**src/rtl/assert_macros.svh**
```systemverilog
// Assertion macros used by the mapper RTL.
`ifndef ASSERT_MACROS_SVH
`define ASSERT_MACROS_SVH

// Check a property on every clock edge outside reset.
`define HMM_ASSERT(label, clk, rst, prop, msg) \
   label: assert property (@(posedge clk) disable iff (rst) prop) else $error(msg);

// Check a property on every clock edge, reset included.
`define HMM_ASSERT_ALWAYS(label, clk, prop, msg) \
   label: assert property (@(posedge clk) prop) else $error(msg);

`endif

```
**src/rtl/hmm_ram.sv**
```systemverilog
// Generic single-write, single-read RAM with registered read data.
module hmm_ram #(
   parameter int WIDTH = 8,
   parameter int DEPTH = 256
) (
   input  logic                     clock,
   input  logic                     wr_en,
   input  logic [$clog2(DEPTH)-1:0] wr_addr,
   input  logic [WIDTH-1:0]         wr_data,
   input  logic [$clog2(DEPTH)-1:0] rd_addr,
   output logic [WIDTH-1:0]         rd_data
);
   logic [WIDTH-1:0] mem [DEPTH];

   always_ff @(posedge clock) begin
      if (wr_en) begin
         mem[wr_addr] <= wr_data;
      end
      rd_data <= mem[rd_addr];
   end
endmodule

```
**config.mk**
```make
export PLATFORM = sky130hd
export DESIGN_NAME = hmm_ram
export DESIGN_NICKNAME = d
export VERILOG_FILES = /design/src/rtl/assert_macros.svh /design/src/rtl/hmm_ram.sv
export SDC_FILE = /design/constraint.sdc
export NUM_CORES = 2
export LEC_CHECK = 0
export BUFFER_PORTS_ARGS = -buffer_cell sky130_fd_sc_hd__buf_2
export CAP_MARGIN = 40
export CORE_ASPECT_RATIO = 0.9
export CORE_MARGIN = 1
export CORE_UTILIZATION = 50
export DETAILED_ROUTE_END_ITERATION = 16
export GPL_ROUTABILITY_DRIVEN = 0
export PLACE_DENSITY = 0.65
export SLEW_MARGIN = 30
export SYNTH_ARGS = -nofsm -noshare
export SYNTH_HDL_FRONTEND = slang
export SYNTH_SLANG_ARGS = --single-unit
```
**constraint.sdc**
```tcl
create_clock -name clock -period 3.6 [get_ports clock]
set_input_delay 0.9 -clock clock [delete_from_list [all_inputs] [get_ports clock]]
set_output_delay 0.9 -clock clock [all_outputs]
set_load 0.005 [all_outputs]
```
==> flow_summary.yaml <==
status:
  status: "finished, final reports clean"
sta:
  finClkSkew_ns: 0.0292
  setup_ws_ns: 0.399
  rsz0062_at_grt: "no"
  slew_viol_final: 0
  fmax_mhz: 312
  layout_min_cycle_time_ns: 3.20
  min_period_over_period_pct: 88.9
  setup_viol: 0
  relSlewSlack_pct: 39.1
  hold_viol_final: 0
  final.setup.tns_ns: 0
  tightest_slew_ns: 0.914
die:
  io_pins: 34
  die-area_sq_um: 161000
  chipHeight_microns: 380
  core-area_sq_um: 158000
  die_w_microns: 422
  rows: 138
  initial_core_util_pct: 50.5
place:
  io_buffers: 33
  pre_cts_ws_ns: -0.520
  dp_hpwl_microns: 130000
  placed_cells: 6164
grt:
  grt_pass1_wl_microns: 288000
  grt.overflow.total: 0
  grt_max_degree: 102
  grt_usage_pct: 25.0
  grt_pass1_vias: 40300
  antenna_found_initial: 15
synth:
  synth_edf_count: 2048
  yosysWarnings: 0
  synth-main-ff-cell: "edfxtp_1"
  synth.net_count: 3759
  synthCells: 3733
  yosysMostFrequentCell: "edfxtp_1"
  synth_area_sq_um: 79600
  synth_seq_cells: 2056
  yosysUniqueCellTypes: 55
  synthTopCellsByCount: "edfxtp_1, mux4_2, nor2_1"
  avgSynthCellArea_sq_um: 21.3
  postSynth.asyncResetShare_pct: 0
  synth.area.top_cells: "edfxtp_1, mux4_2, mux2i_1"
  netlist.area_leader.share_pct: 77.3
  ys_seq_area_share_pct: 77.5
  synth_top_area_cell: "edfxtp_1"
routing:
  firstDrtPassIters: 5
  via_per_inst: 6.25
  vias: 40800
  wirelength_microns: 201000
  drc_errors: 0
  ant_nets: 0
  routedWlPerCell_microns: 30.8
  drtIter0Drc: 5439
setup_path:
  cp-end-kind: "flop"
  timing.rr.end: "rd_data[3]$_DFF_P_"
  critPathKind: "primary input to flop"
  arrival_ns: 3.93
  rrSetupSlack_ns: 0.69
  startpoint_type: "primary input"
  cp_data_required_time_ns: 4.33
  critPathMaxFanout: 26
  r2r_cells: 8
  r2r_start: "mem[211][3]$_DFFE_PP_"
hold_path:
  min_from: "wr_data[4]"
  whs_path_depth: 1
  min_to: "mem[229][4]$_DFFE_PP_"
  hp-class: "primary input to flop"
clock_network:
  clk_path_buf_depth: 3
  cts_sinks: 2056
  root_buffer: "clkbuf_16"
  cts_buffers: 194
  cts_hold_buffers: 0
  post_cts_buffers: 0
  clkTransAtPathRegs_ns: 0.06
  ctsResizeCount: 0
  clk_latency_ns: 0.83
  cts_tree: "yes"
  htree_levels: 4
job:
  max-cap-violations: 0
pwr:
  totalPowerFinal_mw: 49.5
  p_leak_nw: 29.5
  powerDensity_nw_per_um2: 538
  ir_drop_mv: 0.496
final_layout:
  fin_nets: 4291
  area_growth_syn_to_layout_pct: 15.8
  layout.cells.non_filler: 6527
  drive_gt1_share_pct: 29.8
  final_util_pct: 58.4
  fillers: 11300
==> worst max-delay path: stages <==
cell and delay [ns]:
buf_8 0.19, buf_12 0.25, buf_4 0.20, mux4_2 0.25, o22a_1 0.15, o21ai_0 0.27
a2111oi_1 0.93, nor3_1 0.32, buf_4 0.23, nor4_2 0.22
==> report_power, final <==
group | leakage [nW] | switching, mW | internal, mW
combinational | 7.93 | 1.64 | 0.999
sequential | 18.5 | 0.0467 | 26.4
clock | 3.08 | 8.74 | 11.7
total | 29.5 | 10.4 | 39.1
==> layout make-up <==
class | instances | area (sq um) | share of cell area [%]
timing repair buffer | 569 | 4970 | 5.39
antenna | 6 | 15.0 | 0.0163
tap | 2100 | 2630 | 2.85
inverter | 2 | 7.51 | 0.00815
clock inverter | 123 | 1220 | 1.32
sequential | 2056 | 61700 | 67.0
multi-input combinational | 1442 | 16500 | 17.9
clock buffer | 229 | 5110 | 5.55
==> per-stage QoR <==
stage | cell area (sq um) | hold slack (ns)
5_1_grt | 92100 | 0.530
6_report | 92100 | 0.533
2_1_floorplan | 79600 | 0.770
3_3_place_gp | 85700 | 1.12
4_1_cts | 92000 | 0.511
3_5_place_dp | 85700 | 1.14
==> logic make-up (layout without fill, tap and decap cells) <==
| group | count (synthesis) | count (layout) | synth area share (%) |
|---|---|---|---|
| compound gates | 385 | 385 | 3.42 |
| buf+inv | 235 | 923 | 1.83 |
| flops | 2056 | 2056 | 77.5 |
| mux | 591 | 591 | 14.6 |
| other cells | 0 | 6 | 0 |
| simple gates | 466 | 466 | 2.63 |
==> flip-flops by register name, indices dropped and copies added (netlist names) <==
register and cells:
rd_data 8, mem 2048
==> layout by cell type (no fill, tap or decap), types with 4 or more instances in the layout <==
master	count
buf_8	9
and2_1	6
nor2b_1	28
nand2_1	33
edfxtp_1	2048
buf_2	23
o221ai_1	46
o32ai_1	4
a221oi_1	13
diode_2	6
nand2b_1	8
buf_12	54
a211oi_1	16
o22a_1	5
mux4_2	454
o211ai_1	10
nor2_1	279
a22o_1	8
or2_2	4
bufinv_16	22
clkinv_1	50
nand3_1	34
o22ai_1	28
clkbuf_16	199
a22oi_1	133
nor4_1	24
a21oi_1	96
inv_6	4
clkinvlp_4	10
dfxtp_1	8
nand4_1	10
nor3_1	22
o21ai_0	10
clkbuf_1	28
buf_4	479
mux2i_1	134
clkinv_2	32
==> how the worst max path moves through the flow <==
stage,start,endpoint,cells after the start
after detailed placement,rd_addr[0],rd_data[0]$_DFF_P_,9
after global routing,rd_addr[0],rd_data[0]$_DFF_P_,9
after CTS,rd_addr[0],rd_data[0]$_DFF_P_,9
final,rd_addr[0],rd_data[0]$_DFF_P_,10
after floorplan,rd_addr[0],rd_data[2]$_DFF_P_,9
after global placement,rd_addr[0],rd_data[3]$_DFF_P_,8
==> per-layer routing <==
| metal | up-vias | track usage (%) | wire [microns] |
|---|---|---|---|
| met4 | 4 | 6.51 | 4850 |
| li1 | 16700 | - | - |
| met5 | - | 0 | 25 |
| met1 | 21600 | 37.2 | 82200 |
| met3 | 318 | 5.25 | 20100 |
| met2 | 2148 | 38.1 | 93600 |
(Power assumes the default switching activity.)
